File: src/rtl/swrl_pkg.sv
// shared constants, types and helpers of the sliding window rate limiter
package swrl_pkg;

   // default sizes
   localparam int CLIENTS_DEFAULT     = 256;
   localparam int LOG_DEPTH_DEFAULT   = 32;
   localparam int TIME_BITS_DEFAULT   = 32;
   localparam int QUEUE_DEPTH_DEFAULT = 2;

   // fixed field widths
   localparam int CLIENT_FIELD_BITS = 8;
   localparam int STAMP_FIELD_BITS  = 32;
   localparam int LIMIT_BITS        = 6;
   localparam int WINDOW_BITS       = 32;
   localparam int RSP_COUNT_BITS    = 6;
   localparam int CSR_INDEX_BITS    = 8;
   localparam int CSR_DATA_BITS     = 32;
   localparam int REQ_DATA_BITS     = 40;
   localparam int RSP_DATA_BITS     = 8;
   // counts and limits are compared at this width (holds up to 127)
   localparam int CMP_BITS          = 7;

   // register indexes
   localparam logic [CSR_INDEX_BITS-1:0] REG_ATTEMPT_LIMIT = 8'd0;
   localparam logic [CSR_INDEX_BITS-1:0] REG_WINDOW_LENGTH = 8'd1;

   // register reset values
   localparam logic [LIMIT_BITS-1:0]  ATTEMPT_LIMIT_RESET = 6'd30;
   localparam logic [WINDOW_BITS-1:0] WINDOW_LENGTH_RESET = 32'd60;

   // status from the back end to the front end
   typedef struct packed {
      logic clearing;
   } back_status_type;

   // bits needed to index n entries, at least one
   function automatic int index_bits(input int n);
      return (n > 1) ? $clog2(n) : 1;
   endfunction

endpackage

File: src/rtl/swrl_front.sv
// front end: takes request words, checks the client range, hands them to the queue
module swrl_front #(
   parameter int CLIENTS   = swrl_pkg::CLIENTS_DEFAULT,
   parameter int TIME_BITS = swrl_pkg::TIME_BITS_DEFAULT
) (
   input  logic                                      clock,
   input  logic                                      reset,
   input  logic                                      req_tvalid,
   output logic                                      req_tready,
   input  logic [swrl_pkg::CLIENT_FIELD_BITS-1:0]    req_client,
   input  logic [swrl_pkg::STAMP_FIELD_BITS-1:0]     req_stamp,
   input  swrl_pkg::back_status_type                 back_status,
   output logic                                      push_valid,
   input  logic                                      push_ready,
   output logic [swrl_pkg::CLIENT_FIELD_BITS+TIME_BITS:0] push_data
);

   localparam logic [31:0] CLIENT_LIMIT = 32'(CLIENTS);

   logic                                     hold_valid_ff;
   logic                                     hold_valid_in;
   logic [swrl_pkg::CLIENT_FIELD_BITS+TIME_BITS:0] hold_data_ff;
   logic [swrl_pkg::CLIENT_FIELD_BITS+TIME_BITS:0] hold_data_in;
   logic [63:0]                              stamp_wide;
   logic                                     out_of_range;
   logic                                     take;

   assign req_tready   = !back_status.clearing && (!hold_valid_ff || push_ready);
   assign take         = req_tvalid && req_tready;
   assign stamp_wide   = 64'(req_stamp);
   assign out_of_range = 32'(req_client) >= CLIENT_LIMIT;

   always_comb begin
      hold_valid_in = hold_valid_ff;
      hold_data_in  = hold_data_ff;
      if (hold_valid_ff && push_ready) begin
         hold_valid_in = 1'b0;
      end
      if (take) begin
         hold_valid_in = 1'b1;
         // layout: range flag, client, time
         hold_data_in  = {out_of_range, req_client, stamp_wide[TIME_BITS-1:0]};
      end
   end

   always_ff @(posedge clock) begin
      if (reset) begin
         hold_valid_ff <= 1'b0;
      end else begin
         hold_valid_ff <= hold_valid_in;
      end
      hold_data_ff <= hold_data_in;
   end

   assign push_valid = hold_valid_ff;
   assign push_data  = hold_data_ff;

endmodule

File: config.mk
export PLATFORM = sky130hd
export DESIGN_NAME = swrl_front
export DESIGN_NICKNAME = d
export VERILOG_FILES = /design/src/rtl/swrl_pkg.sv /design/src/rtl/swrl_front.sv
export SDC_FILE = /design/constraint.sdc
export NUM_CORES = 1
export LEC_CHECK = 0
export BUFFER_PORTS_ARGS = -buffer_cell sky130_fd_sc_hd__buf_2
export CAP_MARGIN = 15
export CORE_ASPECT_RATIO = 0.5
export CORE_UTILIZATION = 30
export CTS_BUF_LIST = sky130_fd_sc_hd__clkbuf_16
export DETAILED_ROUTE_END_ITERATION = 8
export PLACE_DENSITY = 0.71
export SLEW_MARGIN = 10
export SYNTH_ARGS = -nofsm -noshare
export SYNTH_HDL_FRONTEND = slang
export SYNTH_SLANG_ARGS = --single-unit
File: constraint.sdc
create_clock -name clock -period 3.8 [get_ports clock]
set_clock_uncertainty 0.05 [all_clocks]
set_input_delay 0.76 -clock clock [delete_from_list [all_inputs] [get_ports clock]]
set_output_delay 0.76 -clock clock [all_outputs]
set_load 0.02 [all_outputs]
## Word-level counts from Yosys, hierarchy flattened

Cells that the tools add are included.

| storage, ports and cells | value |
|---|---|
| word-level logic and storage cells | 11 |
| output and inout bits | 43 |
| bits in registers | 41 |
| bits of input ports | 45 |

| operators by class | value |
|---|---|
| reduce and logical (&&, ||, !) cells | 7 |
| mux-type cells | 2 |

Operator list:

| cell | number |
|---|---|
| logical AND 1 bit | 3 |
| zero test 1 bit | 2 |
| two-way mux 1 bit | 2 |
| nonzero test 2 bit | 1 |
| logical OR 1 bit | 1 |

## Longest topological paths before layout

| depth | value |
|---|---|
| depth in word-level cells | 5 |
| depth in mapped cells | 2 |
| depth with buffers taken out | 2 |

## Least setup slack after synthesis

Ideal clock, no wire load.

| path | value |
|---|---|
| path type | input port to flip-flop |
| start point | input back_status |
| end point | register hold_data_ff, in the netlist push_data[0] (enable) |
| slack | 0.683 ns |
| cell stages on the path | 2 |
| arrival | 2.630 ns |
| required time | 3.313 ns |
| path through | nand2b_2 -> nor2_1 |

| between the ends | value |
|---|---|
| longest elaborated chain between the ends | 3 |

Ends and longest elaborated chain:

| what | line | source |
|---|---|---|
| start: declaration | swrl_front.sv:12 | `input swrl_pkg::back_status_type back_status,` |
| zero test 1 bit | swrl_front.sv:28 | `assign req_tready = !back_status.clearing && (!hold_valid_ff \|\| push_ready);` |
| logical AND 1 bit | swrl_front.sv:28 |  |
| logical AND 1 bit | swrl_front.sv:29 | `assign take = req_tvalid && req_tready;` |
| end signal: assignment | swrl_front.sv:52 | `hold_data_ff <= hold_data_in;` |
| end: declaration | swrl_front.sv:22 | `logic [swrl_pkg::CLIENT_FIELD_BITS+TIME_BITS:0] hold_data_ff;` |

Every way passes these cells.
A chain may end at the register's enable or synchronous reset.

## Worst setup path in the final report

| path | value |
|---|---|
| start point | input push_ready |
| end point | output req_tready |

| between the ends | value |
|---|---|
| longest elaborated chain between the ends | 2 |

Ends and longest elaborated chain:

| what | line | source |
|---|---|---|
| start: declaration | swrl_front.sv:14 | `input logic push_ready,` |
| logical OR 1 bit | swrl_front.sv:28 |  |
| logical AND 1 bit | swrl_front.sv:28 |  |
| end: declaration | swrl_front.sv:9 | `output logic req_tready,` |

Every way passes these cells.

==> out/results.txt <==
routed vias/inst: 3.954
CP max stage delay: 250 ps
pin count of the biggest net entering global routing: 41
reg2reg end: push_data[2]$_DFFE_PP_
post-cts hold buffer count: 0
setup violators final: 0
Slew HR: 0.3022
Post-Layout Cell Count: 196
Setup crit end kind: output pin
remaining global-route overflow: 0
post-layout min period: 2174 ps
die height: 48.01 um
synthesized area: 0.001270 sq mm
I/O pins: 88
path category of the worst min-delay check: reg2reg
worst r2r src: push_valid$_SDFFE_PP0P_
sequential-to-total area share from yosys stat: 0.9616
Pre-antenna DRT Iters: 4
Clock Latency Late Sink: 270 ps
buffers inserted by post-CTS timing repair: 0
Lkg Pwr: 0.8160 nW
Cell Pwr Density: 513.2 mW/mm^2
layout cell share with drive strength beyond 1: 0.6620
diodes inserted: 0
Hold Path Stages: 2
Initial Util: 0.3188
first-pass GRT wire length: 3512 um
CTS buffer count: 5
#FFs+latches synth: 41
commonest non-fill, non-tap cell in the layout: buf_2
root buf cell: clkbuf_16
VDD IR max: 0.1689 mV
die width: 94.02 um
DRT antenna net count: 0
final routed DRC violation total: 0
RSZ-0062 raised after global routing: false
post-cts sizing count: 0
number of global-route vias before repair: 681
fin crit share: 0.5721
total negative slack: 0 ps
area grow syn2layout: 49.95%
Placement Cell Area: 0.001768 sq mm
Total Power: 977.4 uW
Worst-path clk slew: 50 ps
Hold Vio Cnt, Final: 0
GR Util met3: 0.03492
synthesized area per cell: 25.92 sq um
TritonCTS clock tree: yes
Crit path top cell by count: buf_2
Post-Route Utilization: 0.4780
Worst-Margin Slew: 1044 ps
crit path buf inv count: 2
Design Area, Final: 0.001904 sq mm
area of the multi-input gates: 48.80 sq um
Final Max Slew Viols: 0
Vias: 775
H-tree depth: 2
Buffers on Ports: 86
CP arrival: 1360 ps
synth unique cells: 9
post-place setup slack: 1466 ps
min-delay src: push_valid$_SDFFE_PP0P_
die area: 0.004513 sq mm
clock sinks: 41
run status: completed
Cell Count Post-Placement: 188
met2 usage: 0.2131
WP data required: 2990 ps
Syn Inst Count: 49
setup ws final: 1626 ps
busiest grt layer: met2
Hold Crit Endpoint: push_valid$_SDFFE_PP0P_
Core ar.: 0.003984 sq mm
YS warnings: 0
met1 Use GR: 0.1214
RePlAce Congestion: 0.7155
syn_nets: 94
CP top delay family: simple AND/OR/NAND/NOR gates
mean routed wirelength per cell: 13.63 um
register area: 0.001221 sq mm
startpoint type of the worst setup path: input port
critical-path cell list: buf_2, nor2b_1, nor2_1, buf_2
kind of critical path: in2out
Max-cap violations: 0
most frequent cells in the layout: buf_2 (86), edfxtp_1 (40), clkbuf_16 (5)
fmax: 460.0 MHz
hold slack: 454.5 ps
initial antenna violation count: 0
slowest CP cell: nor2b_1
All-Layer GR Usage: 0.1134
Rows: 16
Crit Path Max Fanout: 2
clock tree buffer depth: 2
drt total wl: 2671 um
R2R depth: 2
NumNets Final: 186
fill count: 342
R2R Setup Slk: 2050 ps
iteration-0 DRC count of the detailed router: 42
final cells by class:
cell class	count	area share
Timing Repair Buffer	86	0.2260
Clock buffer	5	0.06570
Sequential cell	41	0.6413
Multi-Input combinational cell	7	0.02562
Tap cell	54	0.03548
Clock inverter	3	0.005913
cell families (layout without fill, tap and decap cells):
kind of cell | Yosys count | count (layout) | synth area share
DFF | 41 | 41 | 0.9616
and+or+nand+nor | 5 | 5 | 0.02267
other | 1 | 1 | 0.002953
AOI/OAI and AO/OA | 1 | 1 | 0.006898
buffers and inverters | 1 | 94 | 0.005914
report_power, final:
group,internal [mW],leakage (nW),switching (mW)
logic,0.0294,0.356,0.0481
clock network,0.235,0.0776,0.140
registers,0.520,0.382,0.00413
cell usage after synthesis:
master     n  area (sq um)
edfxtp_1  40          1201
nor2_1     2         7.510
a21oi_2    1         8.760
buf_4      1         7.510
conb_1     1         3.750
dfxtp_1    1         20.02
nand2b_1   1         6.260
nand2b_2   1         8.760
nor2b_1    1         6.260
metal layers:
layer / part of all wire / vias up
met3: 0.018 / 2
met1: 0.35 / 395
met5: 0 / -
met2: 0.63 / 8
met4: 0.0056 / 0
li1: - / 370
how the worst max path moves through the flow:
stage,start,endpoint,cells after the start,slack [ps]
after global routing,push_ready,req_tready,4,1600
after detailed placement,back_status,push_data[19]$_DFFE_PP_,3,1470
after CTS,push_ready,req_tready,4,1630
after global placement,back_status,push_data[19]$_DFFE_PP_,3,1510
after floorplan,back_status,push_data[0]$_DFFE_PP_,2,680
final,push_ready,req_tready,4,1630
state kept, by name, summed over array words and instances (netlist names):
| name | flops |
|---|---|
| push_valid | 1 |
| push_data | 40 |
worst reg2reg max path, delay by kind of cell (launching register included):
family           cells  cell delay (ps)
flip-flops           1              320
AND/OR/NAND/NOR      2              980
(Power assumes the default switching activity.)
