`src/rtl/swrl_pkg.sv`:
```
// shared constants, types and helpers of the sliding window rate limiter
package swrl_pkg;

   // default sizes
   localparam int CLIENTS_DEFAULT     = 256;
   localparam int LOG_DEPTH_DEFAULT   = 32;
   localparam int TIME_BITS_DEFAULT   = 32;
   localparam int QUEUE_DEPTH_DEFAULT = 2;

   // fixed field widths
   localparam int CLIENT_FIELD_BITS = 8;
   localparam int STAMP_FIELD_BITS  = 32;
   localparam int LIMIT_BITS        = 6;
   localparam int WINDOW_BITS       = 32;
   localparam int RSP_COUNT_BITS    = 6;
   localparam int CSR_INDEX_BITS    = 8;
   localparam int CSR_DATA_BITS     = 32;
   localparam int REQ_DATA_BITS     = 40;
   localparam int RSP_DATA_BITS     = 8;
   // counts and limits are compared at this width (holds up to 127)
   localparam int CMP_BITS          = 7;

   // register indexes
   localparam logic [CSR_INDEX_BITS-1:0] REG_ATTEMPT_LIMIT = 8'd0;
   localparam logic [CSR_INDEX_BITS-1:0] REG_WINDOW_LENGTH = 8'd1;

   // register reset values
   localparam logic [LIMIT_BITS-1:0]  ATTEMPT_LIMIT_RESET = 6'd30;
   localparam logic [WINDOW_BITS-1:0] WINDOW_LENGTH_RESET = 32'd60;

   // status from the back end to the front end
   typedef struct packed {
      logic clearing;
   } back_status_type;

   // bits needed to index n entries, at least one
   function automatic int index_bits(input int n);
      return (n > 1) ? $clog2(n) : 1;
   endfunction

endpackage

```
`src/rtl/swrl_queue.sv`:
```
// short fifo between front end and back end
module swrl_queue #(
   parameter int WIDTH = 41,
   parameter int DEPTH = swrl_pkg::QUEUE_DEPTH_DEFAULT
) (
   input  logic             clock,
   input  logic             reset,
   input  logic             push_valid,
   output logic             push_ready,
   input  logic [WIDTH-1:0] push_data,
   output logic             pop_valid,
   input  logic             pop_ready,
   output logic [WIDTH-1:0] pop_data
);

   localparam int PTR_BITS  = swrl_pkg::index_bits(DEPTH);
   localparam int FILL_BITS = $clog2(DEPTH + 1);
   localparam logic [PTR_BITS-1:0]  LAST_SLOT = PTR_BITS'(DEPTH - 1);
   localparam logic [FILL_BITS-1:0] FULL      = FILL_BITS'(DEPTH);

   logic [WIDTH-1:0]     slot_ff [DEPTH];
   logic [PTR_BITS-1:0]  wr_ptr_ff;
   logic [PTR_BITS-1:0]  wr_ptr_in;
   logic [PTR_BITS-1:0]  rd_ptr_ff;
   logic [PTR_BITS-1:0]  rd_ptr_in;
   logic [FILL_BITS-1:0] fill_ff;
   logic [FILL_BITS-1:0] fill_in;
   logic                 do_push;
   logic                 do_pop;

   assign push_ready = fill_ff != FULL;
   assign pop_valid  = fill_ff != '0;
   assign pop_data   = slot_ff[rd_ptr_ff];
   assign do_push    = push_valid && push_ready;
   assign do_pop     = pop_valid && pop_ready;

   always_comb begin
      wr_ptr_in = wr_ptr_ff;
      rd_ptr_in = rd_ptr_ff;
      fill_in   = fill_ff;
      if (do_push) begin
         wr_ptr_in = (wr_ptr_ff == LAST_SLOT) ? '0 : wr_ptr_ff + 1'b1;
      end
      if (do_pop) begin
         rd_ptr_in = (rd_ptr_ff == LAST_SLOT) ? '0 : rd_ptr_ff + 1'b1;
      end
      if (do_push && !do_pop) begin
         fill_in = fill_ff + 1'b1;
      end else if (do_pop && !do_push) begin
         fill_in = fill_ff - 1'b1;
      end
   end

   always_ff @(posedge clock) begin
      if (reset) begin
         wr_ptr_ff <= '0;
         rd_ptr_ff <= '0;
         fill_ff   <= '0;
      end else begin
         wr_ptr_ff <= wr_ptr_in;
         rd_ptr_ff <= rd_ptr_in;
         fill_ff   <= fill_in;
      end
      if (do_push) begin
         slot_ff[wr_ptr_ff] <= push_data;
      end
   end

endmodule

```
`config.mk`:
```
export PLATFORM = sky130hd
export DESIGN_NAME = swrl_queue
export DESIGN_NICKNAME = d
export VERILOG_FILES = /design/src/rtl/swrl_pkg.sv /design/src/rtl/swrl_queue.sv
export SDC_FILE = /design/constraint.sdc
export NUM_CORES = 1
export LEC_CHECK = 0
export BUFFER_PORTS_ARGS = -buffer_cell sky130_fd_sc_hd__buf_2
export CAP_MARGIN = 20
export CORE_ASPECT_RATIO = 0.8
export CORE_MARGIN = 3
export CORE_UTILIZATION = 40
export CTS_CLUSTER_SIZE = 8
export DETAILED_ROUTE_END_ITERATION = 8
export PLACE_DENSITY = 0.62
export SYNTH_ARGS = -nofsm -noshare
export SYNTH_HDL_FRONTEND = slang
export SYNTH_SLANG_ARGS = --single-unit
```
`constraint.sdc`:
```
create_clock -name clock -period 2.05 [get_ports clock]
set_input_delay 0.205 -clock clock [delete_from_list [all_inputs] [get_ports clock]]
set_output_delay 0.205 -clock clock [all_outputs]
set_load 0.005 [all_outputs]
```
# [After elaboration in Yosys (flattened, before gate mapping)]
# Memories as Yosys holds them, arrays and structs flattened. A register that Yosys moved wholly into a read port is not among the register bits.
# Cells that the tools add are included.
[totals] mem_bits_ro=0 ram_bits=82 ff_bits=4 latch_bits=0 memories=1 inputBits=45 wordCells=25
[memory_table] memory="slot_ff" words=2 word_bits=41 read_ports=1 rd_clocked_by_memory_dff=1 write_ports=1 line="swrl_queue.sv:21" text="logic [WIDTH-1:0] slot_ff [DEPTH];"
[classes] order_cmp=0 bitwise_logic=0 div_mod_pow=0 multipliers=0 n_mux=8 shifts=0 reduce_logical=8 eq_ne=1 n_addsub=4
[op_table] op="1-bit two-way mux" n=6
[op_table] op="1-bit logical AND" n=4
[op_table] op="2-bit two-way mux" n=2
[op_table] op="2-bit nonzero test" n=2
[op_table] op="1-bit adder (second input constant)" n=2
[op_table] op="2-bit by 1-bit adder with 2-bit output (second input constant)" n=1
[op_table] op="1-bit zero test" n=2
[op_table] op="2-bit != test (second input constant)" n=1
[op_table] op="2-bit by 1-bit subtractor with 2-bit output (second input constant)" n=1

# [Logic depth before layout (Yosys ltp)]
# Gate-level depths: netlist of run 1.
[logic_depth] depth_word=6 ltp_mapped=6 mapped_depth_nobuf=6

# [Worst setup path after synthesis of run 1]
# Ideal clock, no wire load.
[synth_timing] kind="register to register" from="register fill_ff[0]" to="memory slot_ff[1][0], enable pin" stages_incl_launch_ff=3 n_path_buf=0 period_less_slack_ps=2032 required_time_ps=1648 setup_slack_ps=18 arrival_ps=1630 setup_time_ps=402 cell_sequence="dfxtp_1 -> nand2b_1 -> and3_1"
[synth_via] elab_chain_cells=4
[synth_rtl] element="start, declared" line="swrl_queue.sv:26" text="logic [FILL_BITS-1:0] fill_ff;"
[synth_rtl] element="start signal, assigned" line="swrl_queue.sv:62" text="fill_ff <= fill_in;"
[synth_rtl] element="2-bit != test" line="swrl_queue.sv:31" text="assign push_ready = fill_ff != FULL;"
[synth_rtl] element="via push_ready" line="swrl_queue.sv:9" text="output logic push_ready,"
[synth_rtl] element="1-bit logical AND" line="swrl_queue.sv:34" text="assign do_push = push_valid && push_ready;"
[synth_rtl] element="1-bit two-way mux" line="swrl_queue.sv:64" text="if (do_push) begin"
[synth_rtl] element="1-bit two-way mux (implied by the code)" line="swrl_queue.sv:65" text="slot_ff[wr_ptr_ff] <= push_data;"
[synth_rtl] element="end, declared" line="swrl_queue.sv:21"
# The timed path passes the listed nets, and every way through them passes these cells.

==> results.sh, run 1 <==
export IMPL_cts_buffers=9
export IMPL_antenna_found_initial=0
export IMPL_layout_min_cycle_time_ns=1.66
export IMPL_die_x_um=106
export IMPL_htree_levels=3
export IMPL_cts_root_buf="clkbuf_8"
export IMPL_dp_hpwl_um=3570
export IMPL_worstPathArrival_ns=1.46
export IMPL_share_comb_of_total_power_pct=23.4
export IMPL_synth_avg_cell_area_um2=20.9
export IMPL_clockBufferDepth=2
export IMPL_cts_tree="done"
export IMPL_critical_path_slowest_cell="mux2_2"
export IMPL_area_growth_pct=25.9
export IMPL_finalPower_mw=4.65
export IMPL_skew_ns=0.00887
export IMPL_crit_type="reg -> out"
export IMPL_cts_sinks=87
export IMPL_fin_tns_setup_ns=0
export IMPL_start_kind="register"
export IMPL_wl_per_cell_um=14.6
export IMPL_fmax_mhz=602
export IMPL_ctsHoldBuffers=0
export IMPL_drc=0
export IMPL_synthCells=152
export IMPL_drtIter0Drc=78
export IMPL_final_cell_mix="buf_2, edfxtp_1, mux2_2, clkbuf_8"
export IMPL_dp_slack_ns=0.428
export IMPL_slew_headroom_pct=79.8
export IMPL_clkLatencyLatePin_ns=0.34
export IMPL_seq_area_frac_synth_pct=80.8
export IMPL_switching_power_mw=1.17
export IMPL_path_max_fanout=21
export IMPL_power_density_mw_per_mm2=1160
export IMPL_drv_slew=0
export IMPL_hold_path_class="in -> reg"
export IMPL_grt_total_usage_pct=12.1
export IMPL_status="finished, final reports clean"
export IMPL_grt_pass1_vias=1710
export IMPL_avgViaCountPerCell=4.63
export IMPL_num_io_pins=88
export IMPL_grt_pass1_wl_um=8200
export IMPL_portBuffers=87
export IMPL_drive_gt1_share_pct=58.8
export IMPL_syn_num_nets=198
export IMPL_finalSetupViolCount=0
export IMPL_cpPeakStageDelay_ns=0.38
export IMPL_grt_max_degree=42
export IMPL_start_util_pct=42.1
export IMPL_crit_family="buffers and inverters"
export IMPL_required_ns=1.85
export IMPL_synth_area_mm2=0.00317
export IMPL_crit_path_end_kind="primary output"
export IMPL_fp_row_count=28
export IMPL_postCtsSetupBuffers=0
export IMPL_ys_warn_count=0
export IMPL_final_common_cell="buf_2"
export IMPL_clkPwrFrac_pct=27.5
export IMPL_cap_violations=0
export IMPL_ir_worst_vdd_uv=527
export IMPL_grt_setup_unrepaired="no"
export IMPL_routed_wl_um=5270
export IMPL_dr_pass1_iters=3
export IMPL_leakagePower_nw=1.49
export IMPL_postCtsResizedCells=0
export IMPL_p_int_mw=3.48
export IMPL_p_sw_share_pct=25.1
export IMPL_worst_slew_pin_slew_ns=0.300
export IMPL_worstPathCellList="buf_4, mux2_2, buf_2"
export IMPL_yosysUniqueCellTypes=18
export IMPL_fin_nets=296
export IMPL_finalHoldViolCount=0
export IMPL_core_mm2=0.00753
export IMPL_drtAntennaViolNets=0
export IMPL_utilization_pct=53.0
export IMPL_seq_power_share_pct=49.1
export IMPL_gr_total_overflow=0
export IMPL_antenna_cells=0
export IMPL_dieArea_mm2=0.00904
export IMPL_fin_ws_ns=0.387
export IMPL_post_route_period_util_pct=81.1
export IMPL_cts_clk_slew_worst_paths_ns=0.08
export IMPL_crit_buf_inv=2
export IMPL_die_h_um=85.6
export IMPL_ys_seq_elements=87
export IMPL_route_vias_total=1666
export IMPL_routabilityCongestion=0.671
[metrics by stage]
stage / cells / area, um^2 / hold WS [ns]
2_1_floorplan: 152 / 3170 / 0.274
3_3_place_gp: 344 / 3770 / 0.393
3_5_place_dp: 344 / 3770 / 0.397
4_1_cts: 360 / 3990 / 0.0170
5_1_grt: 360 / 3990 / 0.0106
6_report: 360 / 3990 / 0.0415
[worst register-to-register path, delay by kind of cell, from the launching register on]
family | cells | cell delay, ns
compound gates | 1 | 0.14
fa+ha+maj | 1 | 0.33
flops | 1 | 0.36
simple gates | 3 | 0.75
[logic make-up (layout without fill, tap and decap cells)]
group                      after synthesis  in the layout  share of synthesized area (%)
AOI/OAI and AO/OA                        5              5                          0.947
xor gates and xnor gates                 3              3                          0.829
adders and majority gates                1              1                          0.394
buffers and inverters                    6            109                          0.907
DFF                                     87             87                           80.8
muxes                                   41             41                           14.6
and+or+nand+nor                          9              9                           1.58
[layout make-up]
type / count / area, um^2
Sequential cell: 87 / 2560
Clock buffer: 9 / 124
Tap cell: 105 / 131
Inverter: 1 / 3.75
Clock inverter: 7 / 103
Timing Repair Buffer: 92 / 485
Multi-Input combinational cell: 59 / 582
Fill cell: 642 / 3540
[path summary, 6_finish.rpt]
path / startpoint / end / slack, ns / cells past startpoint
worst min-delay path: push_data[29] / slot_ff[1][29] / 0.04 / 1
worst max register to register: fill_ff[0] / fill_ff[1] / 0.41 / 5
worst min register to register: fill_ff[1] / fill_ff[1] / 0.52 / 2
worst max-delay path: register / pop_data[27] / 0.39 / 3
[layer usage]
layer	wire, um	share of wire (%)	track usage, %	vias up
li1	-	-	-	785
met2	2510	48	18.9	67
met4	59	1.1	4.71	0
met3	452	8.6	6.25	8
met5	0	0	0	-
met1	2250	43	14.5	806
[flip-flops by register name, indices dropped and copies added (netlist names), named ones only]
name / flops
fill_ff: 2
rd_ptr_ff: 1
slot_ff: 82
wr_ptr_ff: 1
[power by group through the flow]
stage          Sequential, mW  Combinational, mW  Clock, mW
2_1_floorplan            2.31              0.653          0
3_3_place_gp             2.31               1.10          0
3_5_place_dp             2.32               1.11          0
4_1_cts                  2.28               1.12       1.32
5_1_grt                  2.30               1.20       1.41
6_report                 2.28               1.09       1.28
[Yosys cell counts, drive strengths merged]
library cell  instances  share of area, %
mux2                 41                15
ha                    1              0.39
dfxtp                 5               3.2
o21ai                 2              0.32
edfxtp               82                78
and2                  1              0.20
a21bo                 1              0.32
a21oi                 2              0.32
or2                   1              0.20
nand3b                1              0.24
nor2                  3              0.36
or3                   1              0.20
buf                   5              0.79
nand2b                1              0.20
xor2                  3              0.83
and3                  1              0.20
inv                   1              0.12
(Power assumes the default switching activity.)
==> run 2: changes to the inputs <==
PLACE_DENSITY = 0.6   (was 0.62)
clock period = 1.7 ns   (was 2.05 ns; I/O delays follow)
==> run 2 against run 1 <==
- cell count increased by 9.7%
- wire length rose by 11%
- non-clock buffer count increased by 35
- count of clock-buffer cells in the layout stayed put
- critical path type is now reg -> reg
- largest power group unchanged
- critical endpoint is now fill_ff[1]
- sequential share of layout area down 5.8 points
==> results.sh, run 2 (synthesized netlist as in run 1, its figures left out) <==
export IMPL_cpPeakStageDelay_ns=0.36
export IMPL_htree_levels=3
export IMPL_power_density_mw_per_mm2=1320
export IMPL_finalPower_mw=5.79
export IMPL_route_vias_total=1776
export IMPL_final_common_cell="buf_2"
export IMPL_fin_tns_setup_ns=0
export IMPL_ir_worst_vdd_uv=620
export IMPL_fp_row_count=28
export IMPL_core_mm2=0.00753
export IMPL_p_int_mw=4.31
export IMPL_antenna_cells=0
export IMPL_rr_worst_depth=5
export IMPL_die_x_um=106
export IMPL_routabilityCongestion=0.685
export IMPL_drtIter0Drc=60
export IMPL_clkPwrFrac_pct=27.2
export IMPL_cts_root_buf="clkbuf_8"
export IMPL_dp_slack_ns=0.0558
export IMPL_gr_total_overflow=0
export IMPL_p_sw_share_pct=25.6
export IMPL_reg_largest_list="slot_ff (82), fill_ff (2)"
export IMPL_grt_pass1_vias=1874
export IMPL_drtAntennaViolNets=0
export IMPL_skew_ns=0.0105
export IMPL_area_growth_pct=38.3
export IMPL_fmax_mhz=625
export IMPL_grt_total_usage_pct=13.3
export IMPL_fin_ws_ns=0.101
export IMPL_antenna_found_initial=0
export IMPL_post_route_period_util_pct=94.1
export IMPL_dr_pass1_iters=3
export IMPL_cts_buffers=9
export IMPL_cp_depth=5
export IMPL_clockBufferDepth=2
export IMPL_worst_slew_pin_slew_ns=0.308
export IMPL_worstPathCellList="nand2b_4, and2_1, ha_1, or3_1, a21oi_1"
export IMPL_share_comb_of_total_power_pct=25.1
export IMPL_path_max_fanout=5
export IMPL_postCtsSetupBuffers=0
export IMPL_drive_gt1_share_pct=53.1
export IMPL_die_h_um=85.6
export IMPL_crit_type="reg -> reg"
export IMPL_grt_setup_unrepaired="no"
export IMPL_worstPathArrival_ns=1.87
export IMPL_num_io_pins=88
export IMPL_avgViaCountPerCell=4.50
export IMPL_fin_nets=331
export IMPL_largest_register_ffs=82
export IMPL_grt_pass1_wl_um=9150
export IMPL_critical_path_slowest_cell="dfxtp_1"
export IMPL_finalHoldViolCount=0
export IMPL_routed_wl_um=5830
export IMPL_holdPathStages=1
export IMPL_required_ns=1.97
export IMPL_final_cell_mix="buf_2, edfxtp_1, mux2_2, dlygate4sd3_1, clkbuf_8"
export IMPL_dp_hpwl_um=3720
export IMPL_finalSetupViolCount=0
export IMPL_crit_buf_inv=0
export IMPL_clkLatencyLatePin_ns=0.35
export IMPL_portBuffers=87
export IMPL_drc=0
export IMPL_slew_headroom_pct=79.2
export IMPL_dieArea_mm2=0.00904
export IMPL_cap_violations=0
export IMPL_grt_max_degree=31
export IMPL_wl_per_cell_um=14.8
export IMPL_cts_clk_slew_worst_paths_ns=0.08
export IMPL_status="finished, final reports clean"
export IMPL_layout_min_cycle_time_ns=1.60
export IMPL_start_util_pct=42.1
export IMPL_regMostFlops="slot_ff"
export IMPL_crit_path_end_kind="register"
export IMPL_start_kind="register"
export IMPL_cts_sinks=87
export IMPL_cts_tree="done"
export IMPL_crit_family="simple AND/OR/NAND/NOR gates"
export IMPL_drv_slew=0
export IMPL_switching_power_mw=1.48
export IMPL_hold_path_class="in -> reg"
export IMPL_seq_power_share_pct=47.7
export IMPL_leakagePower_nw=1.65
==> run 2: repair_timing <==
| item | in CTS | in global routing |
|---|---|---|
| gates resized for setup | 0 | 2 |
| endpoints found under the setup margin | 0 | 1 |
| endpoints found under the hold margin | 59 | 5 |
| hold buffers | 30 | 3 |
==> run 2: worst register-to-register path, stage by stage, from the launching register on <==
cell and delay, ns:
dfxtp_1 0.36, nand2b_4 0.18, and2_1 0.16, ha_1 0.32, or3_1 0.35, a21oi_1 0.15
==> run 2: path summary, 6_finish.rpt <==
kind	startpoint	end	slack, ns
setup / recovery	fill_ff[0]	fill_ff[1]	0.10
hold / removal	push_data[40]	slot_ff[0][40]	0.02
setup reg to reg	fill_ff[0]	fill_ff[1]	0.10
hold reg to reg	rd_ptr_ff	rd_ptr_ff	0.52
==> run 2: through the flow <==
step | hold WS (ns) | std cells | util (%) | cell area, um^2
floorplan | 0.239 | 152 | - | 3180
global placement | 0.359 | 346 | 50.7 | 3820
detailed placement | 0.361 | 346 | 50.7 | 3820
CTS | 0.000361 | 392 | 57.7 | 4350
global route | 0.00232 | 395 | 58.2 | 4390
finish | 0.0245 | 395 | 58.2 | 4390
==> run 2: final cells by class <==
cell class	count	area [um^2]
Fill cell	597	3150
Sequential cell	87	2560
Timing Repair Buffer	127	868
Multi-Input combinational cell	59	589
Tap cell	105	131
Clock buffer	9	124
Clock inverter	7	103
Inverter	1	7.51
==> run 2: metal layers <==
| metal | up-vias | wire length (um) | track usage, % | share of wire (%) |
|---|---|---|---|---|
| met2 | 64 | 2560 | 20.0 | 44 |
| met3 | 6 | 380 | 5.42 | 6.5 |
| met5 | - | 0 | 0 | 0 |
| met1 | 848 | 2840 | 18.4 | 49 |
| li1 | 858 | - | - | - |
| met4 | 0 | 42 | 2.82 | 0.72 |
==> run 2: power groups by stage <==
stage	Sequential, mW	Clock, mW	Combinational [mW]
2_1_floorplan	2.78	0	0.794
3_3_place_gp	2.79	0	1.40
3_5_place_dp	2.81	0	1.41
4_1_cts	2.76	1.63	1.47
5_1_grt	2.80	1.72	1.59
6_report	2.76	1.57	1.46
==> run 3: changes to the inputs <==
CELL_PAD_IN_SITES_DETAIL_PLACEMENT = 0   (was default)
CELL_PAD_IN_SITES_GLOBAL_PLACEMENT = 1   (was default)
PLACE_DENSITY = 0.7   (was 0.6)
==> run 3 against run 2 <==
- count of clock-buffer cells in the layout stayed put
- clock power is 22% lower
- setup slack worse by 0.015 ns
- total power is 6.7% lower
- critical endpoint unchanged
- clock skew is 0.0034 ns lower
- non-clock buffer count is 4 higher
- sequential power hardly changed
- largest cell class unchanged
- fmax is 0.95% lower
- combinational power hardly changed
- sequential share of layout area is 0.39 points higher
- critical path depth stayed put
==> results.sh, run 3 (synthesized netlist as in run 1, its figures left out) <==
export IMPL_status="finished, final reports clean"
export IMPL_dr_pass1_iters=4
export IMPL_rr_endpoint="fill_ff[1]"
export IMPL_wl_met2_um=2780
export IMPL_slew_headroom_pct=79.8
export IMPL_required_ns=1.97
export IMPL_drtAntennaViolNets=0
export IMPL_core_mm2=0.00753
export IMPL_finalHoldViolCount=0
export IMPL_seq_area_mm2=0.00256
export IMPL_dp_hpwl_um=3600
export IMPL_drv_slew=0
export IMPL_wl_met3_um=429
export IMPL_clkLatencyLatePin_ns=0.34
export IMPL_dieArea_mm2=0.00904
export IMPL_drc=0
export IMPL_finalSetupViolCount=0
export IMPL_antenna_cells=0
export IMPL_final_common_cell="buf_2"
export IMPL_skew_ns=0.00709
export IMPL_cts_tree="done"
export IMPL_layout_min_cycle_time_ns=1.61
export IMPL_reg_largest_list="slot_ff (82), fill_ff (2)"
export IMPL_drtIter0Drc=53
export IMPL_hold_path_class="in -> reg"
export IMPL_power_density_mw_per_mm2=1240
export IMPL_route_vias_total=1787
export IMPL_path_max_fanout=5
export IMPL_hp_start="push_data[27]"
export IMPL_routabilityCongestion=0.726
export IMPL_cap_violations=0
export IMPL_final_cell_mix="buf_2, edfxtp_1, mux2_2, dlygate4sd3_1, clkbuf_8"
export IMPL_cts_clk_slew_worst_paths_ns=0.08
export IMPL_start_kind="register"
export IMPL_start_util_pct=42.1
export IMPL_dp_slack_ns=0.0907
export IMPL_antenna_found_initial=0
export IMPL_cts_sinks=87
export IMPL_cts_root_buf="clkbuf_8"
export IMPL_finalInstanceArea_mm2=0.00436
export IMPL_grt_pass1_wl_um=8750
export IMPL_fin_ws_ns=0.0854
export IMPL_fp_row_count=28
export IMPL_largest_register_ffs=82
export IMPL_cts_buffers=9
export IMPL_rr_worst_depth=5
export IMPL_leakagePower_nw=1.64
export IMPL_wl_met1_um=2420
export IMPL_drive_gt1_share_pct=52.0
export IMPL_gr_total_overflow=0
export IMPL_highest_layer="met4"
export IMPL_grt_max_degree=35
export IMPL_p_int_mw=3.99
export IMPL_num_io_pins=88
export IMPL_switching_power_mw=1.42
export IMPL_rrSetupSlack_ns=0.09
export IMPL_share_comb_of_total_power_pct=26.5
export IMPL_hold_end="slot_ff[0][27]"
export IMPL_routed_wl_um=5670
export IMPL_postPlaceCellArea_mm2=0.00380
export IMPL_portBuffers=87
export IMPL_fmax_mhz=619
export IMPL_p_sw_share_pct=26.2
export IMPL_fillers=580
export IMPL_fin_tns_setup_ns=0
export IMPL_worstPathArrival_ns=1.88
export IMPL_crit_path_end_kind="register"
export IMPL_regMostFlops="slot_ff"
export IMPL_die_h_um=85.6
export IMPL_ir_worst_vdd_uv=705
export IMPL_multi_input_area_um2=584
export IMPL_die_x_um=106
export IMPL_worst_slew_pin_slew_ns=0.300
export IMPL_post_route_period_util_pct=95.0
export IMPL_clockBufferDepth=2
export IMPL_fin_nets=335
export IMPL_seq_power_share_pct=51.0
export IMPL_holdPathStages=1
export IMPL_wl_per_cell_um=14.2
export IMPL_crit_start="fill_ff[0]"
export IMPL_grt_total_usage_pct=12.8
export IMPL_clkPwrFrac_pct=22.5
export IMPL_avgViaCountPerCell=4.48
export IMPL_grt_pass1_vias=1866
export IMPL_crit_type="reg -> reg"
export IMPL_area_growth_pct=37.4
export IMPL_htree_levels=3
export IMPL_r2r_start="fill_ff[0]"
export IMPL_grt_setup_unrepaired="no"
==> run 3: cell count changes in the layout (fill, tap and decap cells not counted), sizes merged <==
cell | before | now
dlygate4sd3 | 33 | 38
bufinv | 2 | 0
buf | 94 | 93
clkinv | 1 | 5
inv | 3 | 1
==> run 3: repair_timing <==
action | CTS | global route
setup buffers | 0 | 0
endpoints found under the setup margin | 0 | 1
hold buffers | 30 | 8
gates resized for setup | 0 | 1
endpoints found under the hold margin | 59 | 14
==> run 3: area by class of cell <==
type	count	area share (%)
Tap cell	105	3.01
Multi-Input combinational cell	59	13.4
Clock buffer	9	2.84
Inverter	1	0.172
Timing Repair Buffer	131	20.6
Clock inverter	7	1.12
Sequential cell	87	58.8
==> run 3: worst max path at each step <==
| stage | to | slack (ns) | cells after the start |
|---|---|---|---|
| after floorplan | slot_ff[0][0] | 0.03 | 3 |
| after global placement | fill_ff[1] | 0.14 | 5 |
| after detailed placement | fill_ff[1] | 0.09 | 5 |
| after CTS | pop_data[19] | 0.06 | 3 |
| after global routing | fill_ff[1] | 0.004 | 5 |
| final | fill_ff[1] | 0.09 | 5 |
==> run 3: through the flow <==
stage | cells | hold WS [ns] | power (mW) | util, %
CTS | 391 | 0.000417 | 5.50 | 56.8
global route | 399 | 0.00638 | 5.75 | 57.9
global placement | 345 | 0.358 | 4.18 | 50.5
finish | 399 | 0.0337 | 5.41 | 57.9
detailed placement | 345 | 0.361 | 4.20 | 50.5
floorplan | 152 | 0.239 | 3.58 | -
==> run 3: worst max-delay path: stages, from the launching register on <==
cell and delay, ns:
dfxtp_1 0.35, nand2b_2 0.22, and2_1 0.17, ha_1 0.32, or3_1 0.35, a21oi_1 0.14
==> run 3: layer usage <==
| metal | global-route usage, % | up-vias |
|---|---|---|
| met1 | 15.2 | 843 |
| li1 | - | 867 |
| met5 | 0 | - |
| met4 | 3.29 | 0 |
| met2 | 21.1 | 73 |
| met3 | 6.32 | 4 |
==> run 3: power by group through the flow <==
stage	clock network [mW]	logic (mW)	registers [mW]
after global placement	0	1.39	2.79
after floorplan	0	0.794	2.78
final	1.22	1.43	2.76
after detailed placement	0	1.39	2.81
after CTS	1.28	1.45	2.76
after global routing	1.38	1.59	2.78
